`config.mk`:
```
export PLATFORM = sky130hd
export DESIGN_NAME = http_chunked_body_decoder_top_flat
export DESIGN_NICKNAME = d
export VERILOG_FILES = /design/src/rtl/hcbd_pkg.sv /design/src/rtl/hcbd_if.sv /design/src/rtl/hcbd_step.sv /design/src/rtl/http_chunked_body_decoder_top.sv /design/src/flat_wrapper.sv
export SDC_FILE = /design/constraint.sdc
export NUM_CORES = 1
export LEC_CHECK = 0
export BUFFER_PORTS_ARGS = -buffer_cell sky130_fd_sc_hd__buf_4
export CAP_MARGIN = 40
export CORE_AREA = 2 2 129 131
export CTS_CLUSTER_SIZE = 14
export DETAILED_ROUTE_END_ITERATION = 10
export DIE_AREA = 0 0 131 133
export GPL_TIMING_DRIVEN = 0
export PLACE_DENSITY = 0.86
export SLEW_MARGIN = 20
export SYNTH_ARGS = -nofsm -noshare
export SYNTH_HDL_FRONTEND = slang
export SYNTH_SLANG_ARGS = --single-unit
```
`constraint.sdc`:
```
create_clock -name i_clk -period 5.2 [get_ports i_clk]
set_clock_uncertainty 0.2 [all_clocks]
set_input_delay 1.04 -clock i_clk [delete_from_list [all_inputs] [get_ports i_clk]]
set_output_delay 1.04 -clock i_clk [all_outputs]
set_load 0.02 [all_outputs]
```
`src/rtl/hcbd_pkg.sv`:
```
`timescale 1ns / 1ps

package hcbd_pkg;

    localparam int SizeW = 32;
    localparam int LenW  = 48;

    localparam logic [7:0] CH_CR = 8'h0D;
    localparam logic [7:0] CH_LF = 8'h0A;

    typedef enum logic [2:0] {
        PH_SIZE,
        PH_SIZE_LF,
        PH_DATA,
        PH_DATA_CR,
        PH_DATA_LF,
        PH_DONE,
        PH_ERROR
    } t_phase;

    typedef struct packed {
        logic [7:0] body_byte;
        logic       body_start;
    } t_in_item;

    typedef struct packed {
        logic            payload_valid;
        logic [7:0]      payload_byte;
        logic            chunk_end;
        logic            body_done;
        logic            format_error;
        logic [LenW-1:0] body_length;
    } t_out_item;

    typedef struct packed {
        t_phase           phase;
        logic [SizeW-1:0] remaining;
        logic [LenW-1:0]  total;
        logic             error;
    } t_state;

    typedef struct packed {
        logic       ok;
        logic [3:0] value;
    } t_hex;

    localparam t_state StateReset = '{
        phase:     PH_SIZE,
        remaining: '0,
        total:     '0,
        error:     1'b0
    };

    function automatic t_hex hex_decode(input logic [7:0] c);
        t_hex h;
        h.ok    = 1'b1;
        h.value = 4'd0;
        case (c) inside
            [8'h30:8'h39]: h.value = c[3:0];
            [8'h61:8'h66],
            [8'h41:8'h46]: h.value = 4'(c[3:0] + 4'd9);
            default:       h.ok = 1'b0;
        endcase
        return h;
    endfunction

endpackage

```
`src/rtl/hcbd_if.sv`:
```
`timescale 1ns / 1ps

interface hcbd_in_if;
    import hcbd_pkg::*;
    logic     valid;
    logic     ready;
    t_in_item data;

    modport source (output valid, output data, input ready);
    modport sink   (input valid, input data, output ready);
endinterface

interface hcbd_out_if;
    import hcbd_pkg::*;
    logic      valid;
    logic      ready;
    t_out_item data;

    modport source (output valid, output data, input ready);
    modport sink   (input valid, input data, output ready);
endinterface

```
`src/rtl/hcbd_step.sv`:
```
`timescale 1ns / 1ps

module hcbd_step
    import hcbd_pkg::*;
#(
    parameter int MAX_SIZE_DIGITS = 8,
    localparam int DigitW = $clog2(MAX_SIZE_DIGITS + 1)
) (
    input  t_in_item          i_item,
    input  t_state            i_state,
    input  logic [DigitW-1:0] i_digits,
    output t_state            o_state,
    output logic [DigitW-1:0] o_digits,
    output t_out_item         o_result
);

    t_state            cur;
    logic [DigitW-1:0] cur_digits;
    t_hex              hex;

    // body_start restarts the decoder before this byte
    always_comb begin
        cur        = i_item.body_start ? StateReset : i_state;
        cur_digits = i_item.body_start ? '0 : i_digits;
        hex        = hex_decode(i_item.body_byte);
    end

    always_comb begin
        o_state  = cur;
        o_digits = cur_digits;
        case (cur.phase)
            PH_SIZE: begin
                if (hex.ok) begin
                    if (cur_digits >= DigitW'(MAX_SIZE_DIGITS)) begin
                        o_state.phase = PH_ERROR;
                        o_state.error = 1'b1;
                    end else begin
                        o_state.remaining = {cur.remaining[SizeW-5:0], hex.value};
                        o_digits          = cur_digits + 1'b1;
                    end
                end else if (i_item.body_byte == CH_CR && cur_digits != '0) begin
                    o_state.phase = PH_SIZE_LF;
                end else begin
                    o_state.phase = PH_ERROR;
                    o_state.error = 1'b1;
                end
            end
            PH_SIZE_LF: begin
                if (i_item.body_byte != CH_LF) begin
                    o_state.phase = PH_ERROR;
                    o_state.error = 1'b1;
                end else if (cur.remaining == '0) begin
                    o_state.phase = PH_DONE;
                end else begin
                    o_state.phase = PH_DATA;
                end
            end
            PH_DATA: begin
                if (cur.total != '1) begin
                    o_state.total = cur.total + 1'b1;
                end
                o_state.remaining = cur.remaining - 1'b1;
                if (cur.remaining == SizeW'(1)) begin
                    o_state.phase = PH_DATA_CR;
                end
            end
            PH_DATA_CR: begin
                if (i_item.body_byte == CH_CR) begin
                    o_state.phase = PH_DATA_LF;
                end else begin
                    o_state.phase = PH_ERROR;
                    o_state.error = 1'b1;
                end
            end
            PH_DATA_LF: begin
                if (i_item.body_byte == CH_LF) begin
                    o_state.phase     = PH_SIZE;
                    o_state.remaining = '0;
                    o_digits          = '0;
                end else begin
                    o_state.phase = PH_ERROR;
                    o_state.error = 1'b1;
                end
            end
            PH_DONE: begin
            end
            default: begin
                o_state.phase = PH_ERROR;
                o_state.error = 1'b1;
            end
        endcase
    end

    always_comb begin
        o_result.payload_valid = (cur.phase == PH_DATA);
        o_result.payload_byte  = (cur.phase == PH_DATA) ? i_item.body_byte : 8'd0;
        o_result.chunk_end     = (cur.phase == PH_DATA) && (cur.remaining == SizeW'(1));
        o_result.body_done     = (o_state.phase == PH_DONE);
        o_result.format_error  = o_state.error;
        o_result.body_length   = o_state.total;
    end

endmodule

```
`src/rtl/http_chunked_body_decoder_top.sv`:
```
`timescale 1ns / 1ps
// channel   dir  payload                                        transfer
// i_body    in   body_byte, body_start                          valid & ready
// o_result  out  payload_valid, payload_byte, chunk_end,        valid & ready
//                body_done, format_error, body_length
//
// one byte per cycle sustained while o_result.ready stays high; each byte passes
// through the input register and leaves through the result register
// decoder state advances when a byte moves from the input to the result register
// synchronous active-low reset clears both valid flags and the decoder state
// a stalled result holds the input register, i_body.ready drops once it is full

module http_chunked_body_decoder_top
    import hcbd_pkg::*;
#(
    parameter int MAX_SIZE_DIGITS = 8
) (
    input  logic              i_clk,
    input  logic              i_rst_n,
    hcbd_in_if.sink           i_body,
    hcbd_out_if.source        o_result
);

    localparam int DigitW = $clog2(MAX_SIZE_DIGITS + 1);

    logic              r_in_valid;
    t_in_item          r_in_item;
    t_state            r_state;
    logic [DigitW-1:0] r_digits;
    logic              r_out_valid;
    t_out_item         r_out_item;

    t_state            n_state;
    logic [DigitW-1:0] n_digits;
    t_out_item         n_out_item;
    logic              advance;

    assign advance        = r_in_valid && (!r_out_valid || o_result.ready);
    assign i_body.ready   = !r_in_valid || advance;
    assign o_result.valid = r_out_valid;
    assign o_result.data  = r_out_item;

    hcbd_step #(
        .MAX_SIZE_DIGITS(MAX_SIZE_DIGITS)
    ) u_step (
        .i_item   (r_in_item),
        .i_state  (r_state),
        .i_digits (r_digits),
        .o_state  (n_state),
        .o_digits (n_digits),
        .o_result (n_out_item)
    );

    always_ff @(posedge i_clk) begin
        if (!i_rst_n) begin
            r_in_valid  <= 1'b0;
            r_out_valid <= 1'b0;
            r_state     <= StateReset;
            r_digits    <= '0;
        end else begin
            if (i_body.ready) begin
                r_in_valid <= i_body.valid;
            end
            if (advance) begin
                r_out_valid <= 1'b1;
                r_state     <= n_state;
                r_digits    <= n_digits;
            end else if (o_result.ready) begin
                r_out_valid <= 1'b0;
            end
        end
    end

    always_ff @(posedge i_clk) begin
        if (i_body.ready && i_body.valid) begin
            r_in_item <= i_body.data;
        end
        if (advance) begin
            r_out_item <= n_out_item;
        end
    end

endmodule

```
`src/flat_wrapper.sv`:
```
// flat-port wrapper written by rule: the top's interface ports become plain ports
module http_chunked_body_decoder_top_flat import hcbd_pkg::*;
#(
    parameter int MAX_SIZE_DIGITS = 8
)
  (i_clk, i_rst_n, i_body_valid, i_body_data, i_body_ready, o_result_valid, o_result_data, o_result_ready);
  hcbd_in_if i_body_i ();
  hcbd_out_if o_result_i ();
  input  logic i_clk;
  input  logic i_rst_n;
  input wire logic [$bits(i_body_i.valid)-1:0] i_body_valid;
  input wire logic [$bits(i_body_i.data)-1:0] i_body_data;
  output wire logic [$bits(i_body_i.ready)-1:0] i_body_ready;
  output wire logic [$bits(o_result_i.valid)-1:0] o_result_valid;
  output wire logic [$bits(o_result_i.data)-1:0] o_result_data;
  input wire logic [$bits(o_result_i.ready)-1:0] o_result_ready;
  assign i_body_i.valid = i_body_valid;
  assign i_body_i.data = i_body_data;
  assign i_body_ready = i_body_i.ready;
  assign o_result_valid = o_result_i.valid;
  assign o_result_data = o_result_i.data;
  assign o_result_i.ready = o_result_ready;
  http_chunked_body_decoder_top #(.MAX_SIZE_DIGITS(MAX_SIZE_DIGITS)) u_core (.i_clk(i_clk), .i_rst_n(i_rst_n), .i_body(i_body_i), .o_result(o_result_i));
endmodule
```
==> results.json <==
{
  "required_ps": 5320,
  "dpl.hpwl_um": 23560,
  "post-route-period-util_pct": 96.83,
  "switching_share_pct": 29.52,
  "tns_ps": 0,
  "vias": 9984,
  "ctsHtreeMaxLevel": 4,
  "cp.arrival_ps": 5160,
  "drc_errors": 0,
  "die_y_um": 133,
  "synth-edff-count": 69,
  "outcome": "complete, no violations",
  "max-slew-margin-rel_pct": 37.75,
  "grt_pass1_vias": 9306,
  "clkPwrFrac_pct": 40.7,
  "dieArea_sq_um": 17420,
  "numCtsBuffers": 17,
  "coreArea_sq_um": 16170,
  "maxCapViolCount": 0,
  "synthDistinctLibCells": 94,
  "rsz0062_at_grt": "no",
  "syn-cell-area_sq_um": 9622,
  "yosysWarningCount": 0,
  "layout-drive-gt1-share_pct": 14.61,
  "ctsHoldBuffers": 0,
  "nets": 1227,
  "p_int_uw": 2132,
  "rows": 47,
  "cp-start-kind": "register",
  "final_max_slew_viol_count": 0,
  "layout_common_cells": "nand2_1, nor2_1, dfxtp_1, buf_4",
  "cts_resized": 0,
  "tightest_slew_ps": 933.8,
  "clockBufferDepth": 2,
  "power_density_nw_per_um2": 272.8,
  "fmax_mhz": 198.6,
  "fin_area_sq_um": 11090,
  "areaGrowthSynthToFinish_pct": 15.25,
  "n_fill_cell": 1329,
  "finalSetupViolCount": 0,
  "crit_path_max_fanout": 10,
  "clkTransAtPathRegs_ps": 70,
  "dpl_worst_slack_ps": 539.5,
  "dr.first_iter.drc_count": 1736,
  "wirelength_um": 33960,
  "synth_area_per_cell_sq_um": 8.700,
  "grt_use_total_pct": 39.11,
  "min_path_type": "register to register",
  "ios": 75,
  "p_leak_uw": 0.003859,
  "tritoncts": "yes",
  "path_class": "register to register",
  "yosysSeqAreaShare_pct": 40.26,
  "seq_power_share_pct": 45.2,
  "cts_setup_buffers": 0,
  "p_total_uw": 3025,
  "final_hold_viol_count": 0,
  "port_buffers": 73,
  "clock-sinks": 159,
  "grt_max_degree": 58,
  "setup_ws_ps": 165.0,
  "dieWidth_um": 131,
  "ant_nets": 0,
  "synth-seq-cells": 159,
  "period_minus_slack_ps": 5035,
  "vias_per_cell": 6.943,
  "placed_area_sq_um": 10480,
  "initial_core_util_pct": 59.50,
  "antenna_found_initial": 0,
  "grt_pass1_wl_um": 51620,
  "synthArstFlopShare_pct": 0,
  "insertion_delay_ps": 440,
  "rrSetupSlack_ps": 170,
  "grt_overflow": 0,
  "synth_fp_nets": 1128,
  "synth_cells": 1106,
  "power.switching_uw": 892.8,
  "combPwrFrac_pct": 14.2,
  "drtPass1Iterations": 6,
  "peakVddDrop_uv": 250.2,
  "insertedDiodeCount": 0,
  "end_kind": "register",
  "cts.root.buffer_cell": "clkbuf_16",
  "wl_per_cell_um": 23.62,
  "gp_congestion": 1.041,
  "synth_ff_type": "dfxtp_1"
}
[cell usage after synthesis (19+ instances only)]
cell      number  area, sq um
nor2b_1       33        206.5
xnor2_1       34        297.8
nand4_1       28        175.2
a31oi_1       34        212.7
nand2_1       90        337.8
dfxtp_1       90         1802
edfxtp_1      69         2072
nor2_1        90        337.8
buf_2         19        95.09
nand3_1       61        305.3
nor3_1        37        185.2
o21ai_0       60        300.3
clkbuf_1      47        176.4
a21oi_1       69        345.3
xor2_1        19        166.4
[path summary, 6_finish.rpt]
check,startpoint,endpoint,cells past startpoint
setup / recovery,u_core.r_in_item[0]$_DFFE_PP_,u_core.r_state[82]$_SDFFE_PN0P_,12
hold / removal,u_core.r_state[80]$_SDFFE_PN0P_,u_core.r_state[80]$_SDFFE_PN0P_,2
setup reg to reg,u_core.r_in_item[0]$_DFFE_PP_,u_core.r_state[82]$_SDFFE_PN0P_,12
hold reg to reg,u_core.r_state[80]$_SDFFE_PN0P_,u_core.r_state[80]$_SDFFE_PN0P_,2
[area by class of cell]
cell class / count / area, sq um / area share (%)
clock buffer: 18 / 429.2 / 3.870
timing repair buffer: 80 / 626.9 / 5.653
clock inverter: 14 / 132.6 / 1.196
inverter: 19 / 76.32 / 0.6883
multi-input combinational: 843 / 5305 / 47.84
sequential: 159 / 3874 / 34.93
buffer: 85 / 370.4 / 3.340
tap: 220 / 275.3 / 2.482
[state kept, by name, summed over array words and instances, names as in the netlist]
| name | count |
|---|---|
| u_core.o_result.data | 60 |
| u_core.o_result.valid | 1 |
| u_core.r_in_item | 9 |
| u_core.r_in_valid | 1 |
| u_core.r_state | 84 |
| u_core.r_digits | 4 |
[critical path: stages (launching register included)]
cell,delay [ps]
edfxtp_1,410
clkbuf_1,650
inv_1,380
clkbuf_1,440
clkbuf_1,420
buf_1,420
nand2_1,220
ha_1,300
nand2_1,300
nor4_1,590
a21oi_1,190
a311oi_1,290
a21oi_1,100
[per-layer routing]
| layer | part of all wire [%] | track usage (%) |
|---|---|---|
| met5 | 0 | 0 |
| met4 | 7.9 | 28.01 |
| met3 | 12 | 9.786 |
| met2 | 43 | 57.69 |
| met1 | 36 | 49.47 |
[power by group through the flow]
stage          clock network, uW  logic, uW  registers [uW]
2_1_floorplan                  0        216            1420
3_3_place_gp                   0        398            1390
3_5_place_dp                   0        403            1390
4_1_cts                     1220        404            1370
5_1_grt                     1270        444            1370
6_report                    1230        428            1370
[metrics by stage]
stage	hold slack [ps]	util, %	std cells
6_report	281.1	68.57	1438
5_1_grt	296.5	68.57	1438
4_1_cts	274.3	68.29	1433
3_5_place_dp	261.8	64.81	1401
3_3_place_gp	257.0	64.59	1399
2_1_floorplan	240.4	-	1106
[logic make-up (layout without fill, tap and decap cells)]
family                     count (synthesis)  in the layout  share of synthesized area [%]
and+or+nand+nor                          480            480                          27.88
AOI/OAI and AO/OA                        287            287                          19.75
DFF                                      159            159                          40.26
buffers and inverters                    104            216                          4.603
xor gates and xnor gates                  53             53                          4.824
muxes                                     14             14                          1.508
adders and majority gates                  9              9                          1.170
No activity file was read; power rests on OpenSTA's default activity.
